**src/sv/nms_pkg.sv**
```systemverilog
// shared types, constants and the strict-maximum function of the 3x3 suppressor
package nms_pkg;

  localparam int MAX_WIDTH      = 1024;
  localparam int MAX_HEIGHT     = 4095;
  localparam int SAMPLE_BITS    = 24;
  localparam int COL_BITS       = $clog2(MAX_WIDTH);
  localparam int ROW_BITS       = 12;
  localparam int WIDTH_REG_BITS = 11;
  localparam int CFG_BITS       = 12;
  localparam int CFG_IDX_BITS   = 1;
  localparam int LINE_BITS      = 2 * SAMPLE_BITS;
  localparam int NUM_RES        = 4;
  localparam int RES_IDX_BITS   = $clog2(NUM_RES);
  localparam int RESET_WIDTH    = 640;
  localparam int RESET_HEIGHT   = 480;

  typedef enum logic [CFG_IDX_BITS-1:0] {
    REG_FRAME_WIDTH  = 1'b0,
    REG_FRAME_HEIGHT = 1'b1
  } cfg_reg_e;

  // window indexed [row][col], row 2 and col 2 are the newest
  typedef logic [2:0][2:0][SAMPLE_BITS-1:0] win_t;

  // one pixel on its way from the input to the window
  typedef struct packed {
    logic [ROW_BITS-1:0] row;
    logic [COL_BITS-1:0] col;
    logic                r_ge1;
    logic                r_ge2;
    logic                c_ge1;
    logic                c_ge2;
    logic                last_col;
    logic                last_row;
  } item_t;

  typedef struct packed {
    logic [ROW_BITS-1:0]    row;
    logic [COL_BITS-1:0]    col;
    logic [SAMPLE_BITS-1:0] value;
    logic                   peak;
  } res_t;

  typedef struct packed {
    res_t [NUM_RES-1:0] res;
    logic [NUM_RES-1:0] mask;
  } job_t;

  // cell (cr,cc) beats every cell of rows rlo..2 and cols clo..2
  function automatic logic strict_max(win_t w, logic [1:0] cr, logic [1:0] cc,
                                      logic [1:0] rlo, logic [1:0] clo);
    logic ok;
    ok = 1'b1;
    for (int i = 0; i < 3; i++) begin
      for (int j = 0; j < 3; j++) begin
        if ((2'(i) >= rlo) && (2'(j) >= clo) && !((2'(i) == cr) && (2'(j) == cc))) begin
          if (w[i][j] >= w[cr][cc]) ok = 1'b0;
        end
      end
    end
    return ok;
  endfunction

endpackage

```
**src/sv/nms_emit.sv**
```systemverilog
// result buffer: holds up to four results of one pixel and hands them out in order
module nms_emit (
  input  logic                            clk_i,
  input  logic                            rst_ni,
  input  logic                            load_i,
  input  nms_pkg::job_t                   job_i,
  output logic                            free_o,
  output logic                            out_valid_o,
  input  logic                            out_ready_i,
  output logic [nms_pkg::ROW_BITS-1:0]    out_row_o,
  output logic [nms_pkg::COL_BITS-1:0]    out_col_o,
  output logic [nms_pkg::SAMPLE_BITS-1:0] out_value_o,
  output logic                            is_peak_o,
  output logic                            run_last_o
);
  import nms_pkg::*;

  res_t [NUM_RES-1:0]    slot_q;
  logic [NUM_RES-1:0]    mask_q, mask_d;
  logic [NUM_RES-1:0]    head_bit;
  logic [RES_IDX_BITS-1:0] head;
  logic                  single;

  always_comb begin
    head = '0;
    for (int i = NUM_RES - 1; i >= 0; i--) begin
      if (mask_q[i]) head = RES_IDX_BITS'(i);
    end
  end

  assign head_bit    = mask_q & ~(mask_q - NUM_RES'(1));
  assign single      = (mask_q & ~head_bit) == '0;
  assign out_valid_o = mask_q != '0;
  assign free_o      = !out_valid_o || (single && out_ready_i);

  assign out_row_o   = slot_q[head].row;
  assign out_col_o   = slot_q[head].col;
  assign out_value_o = slot_q[head].value;
  assign is_peak_o   = slot_q[head].peak;
  assign run_last_o  = single;

  always_comb begin
    mask_d = mask_q;
    if (load_i) begin
      mask_d = job_i.mask;
    end else if (out_valid_o && out_ready_i) begin
      mask_d = mask_q & ~head_bit;
    end
  end

  always_ff @(posedge clk_i or negedge rst_ni) begin
    if (!rst_ni) begin
      mask_q <= '0;
    end else begin
      mask_q <= mask_d;
    end
  end

  always_ff @(posedge clk_i) begin
    if (load_i) begin
      slot_q <= job_i.res;
    end
  end

  a_load_shows: assert property (@(posedge clk_i) disable iff (!rst_ni)
    load_i |=> out_valid_o)
    else $error("loaded results not presented");

  a_last_drains: assert property (@(posedge clk_i) disable iff (!rst_ni)
    out_valid_o && run_last_o && out_ready_i && !load_i |=> !out_valid_o)
    else $error("results left after run_last");

  a_no_overwrite: assert property (@(posedge clk_i) disable iff (!rst_ni)
    load_i |-> !out_valid_o || (single && out_ready_i))
    else $error("results overwritten before delivery");

endmodule

```
**config.mk**
```make
export PLATFORM = sky130hd
export DESIGN_NAME = nms_emit
export DESIGN_NICKNAME = d
export VERILOG_FILES = /design/src/sv/nms_pkg.sv /design/src/sv/nms_emit.sv
export SDC_FILE = /design/constraint.sdc
export NUM_CORES = 1
export LEC_CHECK = 0
export BUFFER_PORTS_ARGS = -buffer_cell sky130_fd_sc_hd__buf_2
export CORE_UTILIZATION = 57
export CTS_BUF_LIST = sky130_fd_sc_hd__clkbuf_4
export DETAILED_ROUTE_END_ITERATION = 6
export HOLD_SLACK_MARGIN = 0.12
export PLACE_DENSITY = 0.88
export SYNTH_ARGS = -nofsm -noshare
export SYNTH_HDL_FRONTEND = slang
export SYNTH_SLANG_ARGS = --single-unit
export TNS_END_PERCENT = 50
```
**constraint.sdc**
```tcl
create_clock -name clk_i -period 2.8 [get_ports clk_i]
set_input_delay 0.28 -clock clk_i [delete_from_list [all_inputs] [get_ports clk_i]]
set_output_delay 0.28 -clock clk_i [all_outputs]
set_load 0.005 [all_outputs]
```
==> results of run 1 <==
through the flow:
step / utilization (%) / hold slack, ns
2_1_floorplan: - / -0.0156
3_3_place_gp: 69.9 / 0.0851
3_5_place_dp: 69.9 / 0.0905
logic make-up after synthesis:
kind of cell	Yosys count	share of synthesized area, %
flops	192	75.2
simple gates	153	11.0
fa+ha+maj	2	0.262
compound gates	103	10.7
buf+inv	34	2.75
==> flow_metrics.py, run 1 <==
metrics = {
    "yosys": {
        "ys_async_sr_fraction_pct": 2.08,
        "ys_types": 26,
        "ys_seq_area_share_pct": 75.2,
        "syn_nets": 680,
        "syn_inst": 484,
        "synth_ff_type": "edfxtp_1",
        "ys_ff_latch": 192,
        "netlist_area_mm2": 0.00764,
        "synth_top_area_share_pct": 73.9,
        "synth_warnings": 0,
        "syn_area_per_cell_um2": 15.8,
        "synth_area_leaders": "edfxtp_1 (74%), o221a_1 (4.4%), nor2b_1 (3.9%)",
        "synth_edf_count": 188,
        "yosysMostFrequentCell": "edfxtp_1",
        "ys_top_cells_by_count": "edfxtp_1 (188), nor2b_1 (48), a21oi_1 (47), nor2_1 (47), o221a_1 (30)",
        "synth_top_area_cell": "edfxtp_1",
    },
    "placement": {
        "placed_cell_area_mm2": 0.00897,
        "place_inst": 875,
        "io_buffer_count": 245,
        "gp_congestion": 0.814,
        "dp_hpwl_mm": 11.5,
        "pre_cts_ws_ns": 0.327,
    },
    "clocking": {
        "clk_path_buf_depth": 2,
        "ctsHoldBuffers": 182,
        "cts_buffers": 17,
        "htree_levels": 4,
        "cts-resized-gates": 2,
        "post_cts_buffers": 0,
        "clock_sinks": 192,
        "clockRootBuffer": "clkbuf_4",
    },
    "floorplanning": {
        "ios": 246,
        "rows": 41,
        "dieHeight_um": 118,
        "initial_core_util_pct": 59.6,
        "die_w_um": 118,
    },
    "outcome": {
        "lastStage": "4_1_cts",
        "status": "aborted with a tool error",
        "error_message": "[ERROR RSZ-0060] Max buffer count reached.",
    },
}
==> run 2: changes to the inputs <==
CORE_UTILIZATION = 40   (was 57)
CTS_BUF_LIST = unset   (was sky130_fd_sc_hd__clkbuf_4)
HOLD_SLACK_MARGIN = unset   (was 0.12)
PLACE_DENSITY = unset   (was 0.88)
PLACE_DENSITY_LB_ADDON = 0.15   (was unset)
==> flow_metrics.py, run 2 <==
metrics = {
    "timing": {
        "rsz0062_at_grt": "no",
        "setup_tns_ns": 0,
        "maxSlewViolCount": 0,
        "final.period_utilization_pct": 93.0,
        "clock_skew_ns": 0.00211,
        "finalSetupViolations": 0,
        "relSlewSlack_pct": 38.1,
        "finalHoldViolCount": 0,
        "fmax_mhz": 384,
        "layout_min_cycle_time_ns": 2.60,
        "worstMarginPinSlew_ns": 0.929,
    },
    "global_route": {
        "grt.overflow.total": 0,
        "grt_pass1_vias": 5168,
        "grt_pass1_wl_mm": 28.0,
        "grt_usage_pct": 19.0,
        "antenna_found_initial": 1,
        "grt_max_degree": 101,
    },
    "critical_path": {
        "startpoint": "mask_q[2]$_DFFE_PN0P_",
        "cp.required_ns": 2.52,
        "path_max_fanout": 26,
        "critPathLaunchType": "flop",
        "arrival_ns": 2.32,
        "path_class": "reg -> out",
        "endpoint_kind": "output port",
        "rr_startpoint": "mask_q[1]$_DFFE_PN0P_",
    },
    "yosys": {
        "ys_async_sr_fraction_pct": 2.08,
        "syn_nets": 680,
        "yosysMostFrequentCell": "edfxtp_1",
        "synth_top_area_share_pct": 73.9,
        "syn_inst": 484,
        "synth_edf_count": 188,
        "ys_types": 26,
        "synth_warnings": 0,
        "ys_ff_latch": 192,
        "synth_ff_type": "edfxtp_1",
        "synth_top_area_cell": "edfxtp_1",
        "ys_seq_area_share_pct": 75.2,
        "synth_area_leaders": "edfxtp_1 (74%), o221a_1 (4.4%), nor2b_1 (3.9%)",
        "ys_top_cells_by_count": "edfxtp_1 (188), nor2b_1 (48), a21oi_1 (47), nor2_1 (47), o221a_1 (30)",
        "syn_area_per_cell_um2": 15.8,
        "netlist_area_mm2": 0.00764,
    },
    "routing": {
        "ant_nets": 0,
        "drc": 0,
        "drt_iter0_drc": 264,
        "drt-met1-wl_mm": 7.59,
        "wire_per_inst_um": 17.9,
        "vias": 5022,
        "drt_pass1_iterations": 4,
        "highest_layer": "met4",
        "viasPerCell": 4.96,
        "met3WireLength_mm": 1.12,
        "dr_wl_met2_mm": 9.10,
        "routed_wl_mm": 18.1,
    },
    "clocking": {
        "clockRootBuffer": "clkbuf_16",
        "cts_tree": "done",
        "cts_buffers": 17,
        "post_cts_buffers": 0,
        "cts.clk_slew.worst_paths_ns": 0.08,
        "clk_path_buf_depth": 2,
        "clk-insertion-delay-late_ns": 0.42,
        "cts-resized-gates": 0,
        "clock_sinks": 192,
        "htree_levels": 4,
    },
    "cells_and_area": {
        "drive_gt1_share_pct": 41.9,
        "largest_reg_flops": 188,
        "top_register": "slot_q",
        "final_cell_mix": "buf_2 (244), edfxtp_1 (188), nor2_1 (47), nor2b_1 (47), a21oi_1 (47)",
        "final_common_cell": "buf_2",
        "syn_to_final_growth_pct": 31.8,
        "fin_cells": 1012,
        "num-fill-cells": 1588,
        "nets": 961,
        "top_regs": "slot_q: 188 flops, mask_q: 4 flops",
        "antenna_cells": 0,
    },
    "floorplanning": {
        "rows": 50,
        "core_mm2": 0.0187,
        "dieArea_mm2": 0.0197,
        "dieHeight_um": 140,
        "initial_core_util_pct": 40.8,
        "die_w_um": 140,
        "ios": 246,
    },
    "power_and_ir_drop": {
        "peakVddDrop_uv": 359,
        "leakage_uw": 0.00386,
        "power_density_mw_per_mm2": 664,
    },
    "outcome": {
        "status": "finished, final reports clean",
    },
    "run": {
        "maxCapViolations": 0,
    },
    "placement": {
        "place_inst": 939,
        "gp_congestion": 0.798,
        "dp_hpwl_mm": 11.9,
        "io_buffer_count": 245,
    },
    "worst_hold_path": {
        "hold_class": "in -> reg",
        "hold_start": "job_i[112]",
    },
}
[run 2: cells by family after synthesis]
logic type,share of synthesized area (%)
simple gates,11.0
fa+ha+maj,0.262
compound gates,10.7
buf+inv,2.75
flops,75.2
[run 2: per-stage QoR]
| step | total power, uW | setup slack [ns] | utilization, % | area, um2 | hold WS, ns |
|---|---|---|---|---|---|
| 2_1_floorplan | 3920 | 1.07 | - | 7640 | -0.0156 |
| 3_3_place_gp | 4310 | 0.563 | 48.5 | 9070 | 0.0871 |
| 3_5_place_dp | 4330 | 0.439 | 48.5 | 9070 | 0.0941 |
| 4_1_cts | 6750 | 0.164 | 52.9 | 9890 | 0.0000501 |
| 5_1_grt | 6960 | 0.0677 | 53.8 | 10100 | 0.000285 |
| 6_report | 6680 | 0.197 | 53.8 | 10100 | 0.0203 |
[run 2: where the power goes]
group | total (uW) | internal, uW | switching, uW
Clock | 2380 | 1200 | 1180
Combinational | 830 | 429 | 401
Sequential | 3470 | 3400 | 70.0
[run 2: path summary, 6_finish.rpt]
kind	to	slack, ns	cells after the start
worst max-delay path	out_value_o[23]	0.20	5
worst max register to register	mask_q[3]$_DFFE_PN0P_	1.03	4
max in group asynchronous	mask_q[1]$_DFFE_PN0P_	2.47	2
worst min-delay path	slot_q[108]$_DFFE_PP_	0.02	1
min in group asynchronous	mask_q[2]$_DFFE_PN0P_	0.20	2
worst min register to register	mask_q[3]$_DFFE_PN0P_	0.64	2
[run 2: metal layers]
metal	global-route usage, %	vias up
li1	-	2407
met1	23.4	2415
met2	32.1	178
met3	5.61	22
met4	5.84	0
met5	0	-
[run 2: timing repair]
item / 4_1_cts / 5_1_grt
hold buffers: 22 / 18
endpoints found under the hold margin: 25 / 18
endpoints found under the setup margin: 25 / 0
[run 2: worst max-delay path: stages (launching register included)]
cell and delay [ns]:
dfrtp_1 0.52, or3_1 0.20, nor2b_4 0.38, buf_4 0.41
o221a_1 0.26, buf_2 0.12
[run 2: area by class of cell]
cell class / instances / area [um2] / share of cell area (%)
repair buffers: 294 / 1740 / 17.3
clock buffers: 17 / 425 / 4.22
multi-input cells: 259 / 1700 / 16.9
well taps: 234 / 293 / 2.91
inverters: 1 / 3.75 / 0.0373
flip-flops and latches: 192 / 5750 / 57.1
clock inverters: 15 / 164 / 1.63
(Power assumes the default switching activity.)
