[config.mk]
export PLATFORM = sky130hd
export DESIGN_NAME = nms_window
export DESIGN_NICKNAME = d
export VERILOG_FILES = /design/src/sv/nms_pkg.sv /design/src/sv/nms_window.sv
export SDC_FILE = /design/constraint.sdc
export NUM_CORES = 1
export LEC_CHECK = 0
export BUFFER_PORTS_ARGS = -buffer_cell sky130_fd_sc_hd__buf_2
export CAP_MARGIN = 5
export CORE_MARGIN = 3
export CORE_UTILIZATION = 51
export CTS_CLUSTER_DIAMETER = 40
export CTS_CLUSTER_SIZE = 25
export DETAILED_ROUTE_END_ITERATION = 10
export GPL_ROUTABILITY_DRIVEN = 0
export HOLD_SLACK_MARGIN = 0.02
export PLACE_DENSITY = 0.86
export SLEW_MARGIN = 20
export SYNTH_ARGS = -nofsm -noshare
export SYNTH_HDL_FRONTEND = slang
export SYNTH_SLANG_ARGS = --single-unit
[constraint.sdc]
create_clock -name clk_i -period 3.8 [get_ports clk_i]
set_clock_uncertainty 0.2 [all_clocks]
set_input_delay 0.95 -clock clk_i [delete_from_list [all_inputs] [get_ports clk_i]]
set_output_delay 0.95 -clock clk_i [all_outputs]
set_load 0.01 [all_outputs]
[src/sv/nms_pkg.sv]
// shared types, constants and the strict-maximum function of the 3x3 suppressor
package nms_pkg;

  localparam int MAX_WIDTH      = 1024;
  localparam int MAX_HEIGHT     = 4095;
  localparam int SAMPLE_BITS    = 24;
  localparam int COL_BITS       = $clog2(MAX_WIDTH);
  localparam int ROW_BITS       = 12;
  localparam int WIDTH_REG_BITS = 11;
  localparam int CFG_BITS       = 12;
  localparam int CFG_IDX_BITS   = 1;
  localparam int LINE_BITS      = 2 * SAMPLE_BITS;
  localparam int NUM_RES        = 4;
  localparam int RES_IDX_BITS   = $clog2(NUM_RES);
  localparam int RESET_WIDTH    = 640;
  localparam int RESET_HEIGHT   = 480;

  typedef enum logic [CFG_IDX_BITS-1:0] {
    REG_FRAME_WIDTH  = 1'b0,
    REG_FRAME_HEIGHT = 1'b1
  } cfg_reg_e;

  // window indexed [row][col], row 2 and col 2 are the newest
  typedef logic [2:0][2:0][SAMPLE_BITS-1:0] win_t;

  // one pixel on its way from the input to the window
  typedef struct packed {
    logic [ROW_BITS-1:0] row;
    logic [COL_BITS-1:0] col;
    logic                r_ge1;
    logic                r_ge2;
    logic                c_ge1;
    logic                c_ge2;
    logic                last_col;
    logic                last_row;
  } item_t;

  typedef struct packed {
    logic [ROW_BITS-1:0]    row;
    logic [COL_BITS-1:0]    col;
    logic [SAMPLE_BITS-1:0] value;
    logic                   peak;
  } res_t;

  typedef struct packed {
    res_t [NUM_RES-1:0] res;
    logic [NUM_RES-1:0] mask;
  } job_t;

  // cell (cr,cc) beats every cell of rows rlo..2 and cols clo..2
  function automatic logic strict_max(win_t w, logic [1:0] cr, logic [1:0] cc,
                                      logic [1:0] rlo, logic [1:0] clo);
    logic ok;
    ok = 1'b1;
    for (int i = 0; i < 3; i++) begin
      for (int j = 0; j < 3; j++) begin
        if ((2'(i) >= rlo) && (2'(j) >= clo) && !((2'(i) == cr) && (2'(j) == cc))) begin
          if (w[i][j] >= w[cr][cc]) ok = 1'b0;
        end
      end
    end
    return ok;
  endfunction

endpackage

[src/sv/nms_window.sv]
// 3x3 window registers and the four strict-maximum tests of one pixel
module nms_window (
  input  logic                            clk_i,
  input  logic                            go_i,
  input  nms_pkg::item_t                  item_i,
  input  logic [nms_pkg::SAMPLE_BITS-1:0] px_i,
  input  logic [nms_pkg::SAMPLE_BITS-1:0] older_i,
  input  logic [nms_pkg::SAMPLE_BITS-1:0] newer_i,
  output nms_pkg::job_t                   job_o
);
  import nms_pkg::*;

  win_t       win_q, win_d;
  logic [1:0] rlo, clo;

  always_comb begin
    for (int i = 0; i < 3; i++) begin
      win_d[i][0] = win_q[i][1];
      win_d[i][1] = win_q[i][2];
    end
    win_d[0][2] = older_i;
    win_d[1][2] = newer_i;
    win_d[2][2] = px_i;
  end

  always_ff @(posedge clk_i) begin
    if (go_i) begin
      win_q <= win_d;
    end
  end

  // first window row / column lies outside the frame near the top and left edges
  assign rlo = item_i.r_ge2 ? 2'd0 : 2'd1;
  assign clo = item_i.c_ge2 ? 2'd0 : 2'd1;

  always_comb begin
    job_o.res[0].row  = item_i.row - ROW_BITS'(1);
    job_o.res[0].col  = item_i.col - COL_BITS'(1);
    job_o.res[0].peak = strict_max(win_d, 2'd1, 2'd1, rlo, clo);
    job_o.res[0].value = job_o.res[0].peak ? win_d[1][1] : '0;

    job_o.res[1].row  = item_i.row - ROW_BITS'(1);
    job_o.res[1].col  = item_i.col;
    job_o.res[1].peak = strict_max(win_d, 2'd1, 2'd2, rlo, 2'd1);
    job_o.res[1].value = job_o.res[1].peak ? win_d[1][2] : '0;

    job_o.res[2].row  = item_i.row;
    job_o.res[2].col  = item_i.col - COL_BITS'(1);
    job_o.res[2].peak = strict_max(win_d, 2'd2, 2'd1, 2'd1, clo);
    job_o.res[2].value = job_o.res[2].peak ? win_d[2][1] : '0;

    job_o.res[3].row  = item_i.row;
    job_o.res[3].col  = item_i.col;
    job_o.res[3].peak = strict_max(win_d, 2'd2, 2'd2, 2'd1, 2'd1);
    job_o.res[3].value = job_o.res[3].peak ? win_d[2][2] : '0;

    job_o.mask[0] = item_i.r_ge1 && item_i.c_ge1;
    job_o.mask[1] = item_i.r_ge1 && item_i.last_col;
    job_o.mask[2] = item_i.r_ge1 && item_i.last_row && item_i.c_ge1;
    job_o.mask[3] = item_i.r_ge1 && item_i.last_row && item_i.last_col;
  end

endmodule

==> key figures, run 1 <==
Synth
  – Synthesized area per cell: 10.2 um^2
  – Top FF cell, synth: edfxtp_1
  – Seq cells post-synth: 144
  – Syn Nets: 1,824
  – Synth top area share: 32.5%
  – Synth warnings: 0
  – Post-synth ARST share: 0%
  – Post-synth cell types: 68
  – Post-synth design cell area: 13,900 um^2
  – Mapped Cells: 1,360
  – Post-synth EDFFs: 144
  – Top cells by area, synth: ha_1 (33%), edfxtp_1 (31%), a21oi_1 (3.9%)
  – Area leader, netlist: ha_1
  – Sequential area share after synthesis: 31.0%

Placed design
  – Pre-CTS setup slack: -886 ps
  – Dpl hpwl: 45.0 mm
  – Count of input and output buffers: 293

Floorplan
  – # rows: 59
  – I/O pins: 294
  – Vert. Die Dim: 171 um
  – Die W: 171 um
  – Initial Utilization: 52.7%

Global route
  – Remaining global-route overflow: 5
  – Largest net degree at the start of global routing: 56
  – Total track usage: 67.8%

Outcome
  – Failing step: global routing
  – Outcome: did not finish
  – First Err: [ERROR GRT-0232] Routing congestion too high. Check the congestion heatmap in the GUI.

Clock tree
  – Cts hold-fix bufs: 0
  – CTS max path bufs: 2
  – TritonCTS Buffers: 17
  – Clock root cell: clkbuf_16
  – H-tree levels: 4
  – Clock sink total: 144

STA
  – Worst endpoint from the post-global-route timing repair: job_o[14]
  – Worst ep type: output port
-- cell families after synthesis --
logic type / Yosys count / share of synthesized area (%)
AOI/OAI and AO/OA: 288 / 13.3
DFF: 144 / 31.0
xor gates and xnor gates: 18 / 1.13
buffers and inverters: 172 / 6.66
and+or+nand+nor: 376 / 15.4
adders and majority gates: 362 / 32.5
-- routing by layer --
metal	overflow	global-route usage [%]
met5	0	28.6
met1	1	63.7
met2	1	85.2
met4	3	68.0
met3	0	56.2
-- per-stage QoR --
step / instances / hold WS [ps] / area (um^2) / TNS (ps) / utilization (%)
floorplan: 1360 / 226 / 14700 / -24960 / -
global placement: 2245 / 262 / 18600 / -76020 / 70.5
detailed placement: 2245 / 253 / 18600 / -82640 / 70.5
CTS: 2318 / 268 / 20400 / -78530 / 77.1
-- timing repair --
item | 4_1_cts
endpoints found under the hold margin | 0
setup endpoints to repair | 100
pin swaps | 38
setup buffers | 37
gates cloned | 5
resized for setup | 130
-- synthesized netlist by cell type (all sizes together), types with 3 or more instances --
cell type  number
xor2           11
inv            91
o2111ai         5
a221o           4
buf            78
o311a           3
and4            4
a21boi          4
o31ai           5
clkbuf          3
nand2          78
nand4          56
ha            362
a22oi           6
nor2           45
and3            4
a21o           27
o21a            8
nor3           88
nand3          23
nor2b          11
o211ai          7
edfxtp        144
nand2b         10
a211oi         27
nor4           21
a21oi         110
xnor2           7
a2111oi         6
and2           29
o21ai          59
==> run 2, diff against run 1 <==
- CORE_UTILIZATION: 51 -> 40
- CTS_CLUSTER_DIAMETER: 40 -> not set
- CTS_CLUSTER_SIZE: 25 -> not set
- HOLD_SLACK_MARGIN: 0.02 -> not set
- PLACE_DENSITY: 0.86 -> not set
- PLACE_DENSITY_LB_ADDON: not set -> 0.15
- clock period: 3.8 -> 4.95 ns (I/O delays scaled with it)
==> key figures, run 2 <==
Route
  – DR vias: 12,929
  – Post-DRT Antenna Nets: 0
  – TritonRoute pass-1 iters: 5
  – Final WL: 50.8 mm
  – Residual DRC: 0
  – Post-DR vias/cell: 5.67
  – Drt initial violations: 879
  – DR WL/cell: 22.3 um

Min path
  – Hold endpoint: win_d[0]$_DFFE_PP_
  – Hold depth: 0
  – Type of the worst min-delay path: reg -> reg
  – Hold Crit Start: win_d[24]$_DFFE_PP_

Placed design
  – Placed cell areas: 16,800 um^2 (-9.6%)
  – Pre-CTS setup slack: -527 ps (+359 ps)
  – Count of input and output buffers: 293 (unchanged)
  – Dpl hpwl: 40.4 mm (-10%)

Clock tree
  – Clock latency on the worst-skew pair: 430 ps
  – CTS max path bufs: 2 (unchanged)
  – TritonCTS Buffers: 17 (unchanged)
  – H-tree levels: 4 (unchanged)
  – Clk slew on worst S/H paths: 70 ps
  – Cts hold-fix bufs: 0 (unchanged)
  – TritonCTS clock tree: done
  – Clock sink total: 144 (unchanged)
  – Clock root cell: clkbuf_16

Floorplan
  – Die ar.: 37,100 um^2
  – Vert. Die Dim: 193 um (+12%)
  – Initial Utilization: 41.0% (-12 points)
  – I/O pins: 294 (unchanged)
  – Core area: 34,000 um^2
  – Die W: 193 um (+12%)
  – # rows: 67 (+14%)

Final layout
  – Commonest non-fill, non-tap cells in the layout: ha_1 (324), buf_2 (247), buf_4 (176)
  – ANT cells: 0
  – Final net count: 2,284
  – Post-Route Utilization: 57.9%
  – Area grow syn2layout: 41.1%
  – Most common cell after layout, fill and taps aside: ha_1
  – Cell area after layout: 19,700 um^2
  – Largest register FFs: 144
  – Layout cell share with drive strength beyond 1: 42.3%

Synth
  – Commonest cells in the netlist: ha_1 (362), edfxtp_1 (144), a21oi_1 (109), inv_1 (91), nand2_1 (78)
  – Post-synth ARST share: 0% (unchanged)
  – Synthesized area per cell: 10.2 um^2 (unchanged)
  – Most frequent cell after synthesis: ha_1
  – Post-synth cell types: 68 (unchanged)
  – Post-synth design cell area: 13,900 um^2 (unchanged)
  – Top cells by area, synth: ha_1 (33%), edfxtp_1 (31%), a21oi_1 (3.9%)
  – Post-synth EDFFs: 144 (unchanged)
  – Syn Nets: 1,824 (unchanged)
  – Top FF cell, synth: edfxtp_1
  – Seq cells post-synth: 144 (unchanged)
  – Area leader, netlist: ha_1
  – Mapped Cells: 1,360 (unchanged)
  – Sequential area share after synthesis: 31.0% (unchanged)
  – Synth top area share: 32.5% (unchanged)
  – Synth warnings: 0 (unchanged)

Power and ir drop
  – Clk pwr share: 30.3%
  – P_int: 3.15 mW
  – Reg power frac: 32.1%
  – Net Switching: 1.65 mW
  – Post-layout power: 4.80 mW
  – Sw frac: 34.4%
  – Power density over the cells: 244 nW/um^2
  – Comb pwr share: 37.6%
  – Pleak: 9.08 nW
  – Maximum VDD drop: 0.213 mV

Worst setup path
  – CP Data Required Time: 3510 ps
  – Critical path arrival: 3750 ps
  – R2r worst-path depth: 1
  – Crit-path max FO: 8
  – Critical Setup Path Class: in -> out
  – Register-to-register setup slack: 3830 ps
  – CP endpoint kind: output port
  – Worst flop-to-flop path startpoint: win_d[96]$_DFFE_PP_
  – Element type at the critical path start: primary input
  – Reg2reg end: win_d[72]$_DFFE_PP_

STA
  – Fmax: 193 MHz
  – # setup viols final: 100
  – Final hold viol count: 0
  – Final worst path period share: 105%
  – RSZ-0062 raised after global routing: true
  – Final Critical Period: 5190 ps
  – Slew @ Worst Pin: 823 ps
  – Slew headroom: 45.2%
  – Worst setup margin: -237 ps
  – Final-report max-slew violation count: 0

Outcome
  – Failing checks: negative setup slack
  – Outcome: complete, but fails checks

Run
  – Max-cap violations: 0

Global route
  – Initial antenna violation count: 0
  – Largest net degree at the start of global routing: 79
  – First-pass GRT wire length: 73.9 mm
  – Remaining global-route overflow: 0
  – Vias in the first global route: 12,478
  – Total track usage: 26.7%
==> run 2: layout make-up <==
type | instances | area (um^2)
fill | 2918 | 14300
sequential | 144 | 4320
multi-input combinational | 1044 | 9890
clock inverter | 12 | 208
tap | 448 | 561
inverter | 91 | 378
timing repair buffer | 522 | 3860
clock buffer | 19 | 433
==> run 2: worst max-delay path by stage <==
stage | startpoint | end | slack, ps | cells past startpoint
after floorplan | newer_i[1] | job_o[57] | 190 | 10
after global placement | older_i[23] | job_o[28] | -430 | 14
after detailed placement | newer_i[22] | job_o[28] | -530 | 14
after CTS | newer_i[17] | job_o[13] | -180 | 13
after global routing | px_i[11] | job_o[53] | -280 | 11
final | newer_i[15] | job_o[73] | -240 | 15
==> run 2: cells by family (layout without fill, tap and decap cells) <==
logic type | count (synthesis) | after routing | share of synthesized area (%)
AO/OA/AOI/OAI | 288 | 288 | 13.3
XOR/XNOR | 18 | 18 | 1.13
adder cells (fa/ha/maj) | 362 | 362 | 32.5
buffers and inverters | 172 | 644 | 6.66
flip-flops | 144 | 144 | 31.0
AND/OR/NAND/NOR | 376 | 376 | 15.4
==> run 2: critical path: stages <==
cell        delay [ps]
buf_6               80
clkinvlp_4         190
buf_6              190
ha_4               230
nand2_2             90
nor4_4              40
buf_4              170
buf_4              130
a22oi_2            170
nand4_1            240
a21oi_2            220
o2111ai_4          220
buf_12             230
nor3_4             120
buf_2              160
==> run 2: repair_timing <==
item,CTS,global route
cloned,3,1
gates resized for setup,166,187
pin swaps,59,57
setup buffers,26,23
setup endpoints to repair,100,100
==> run 2: per-stage QoR <==
stage	hold WS (ps)	TNS [ps]	cells
after floorplan	226	0	1360
after global placement	234	-20460	2200
after detailed placement	235	-22870	2200
after CTS	252	-7440	2259
after global routing	273	-19890	2280
final	251	-14670	2280
==> run 2: power groups by stage <==
stage	clock, mW	combinational [mW]	sequential (mW)
2_1_floorplan	0	0.839	1.52
3_5_place_dp	0	1.47	1.56
3_3_place_gp	0	1.43	1.55
5_1_grt	1.52	1.98	1.55
6_report	1.46	1.81	1.54
4_1_cts	1.48	1.64	1.53
==> run 2: per-layer routing <==
layer | GRT usage [%] | wire length, um
met5 | 0 | 0
met4 | 8.63 | 1760
met3 | 3.03 | 2960
met2 | 47.1 | 25100
met1 | 34.0 | 21000
Power figures use the tool's default switching activity.
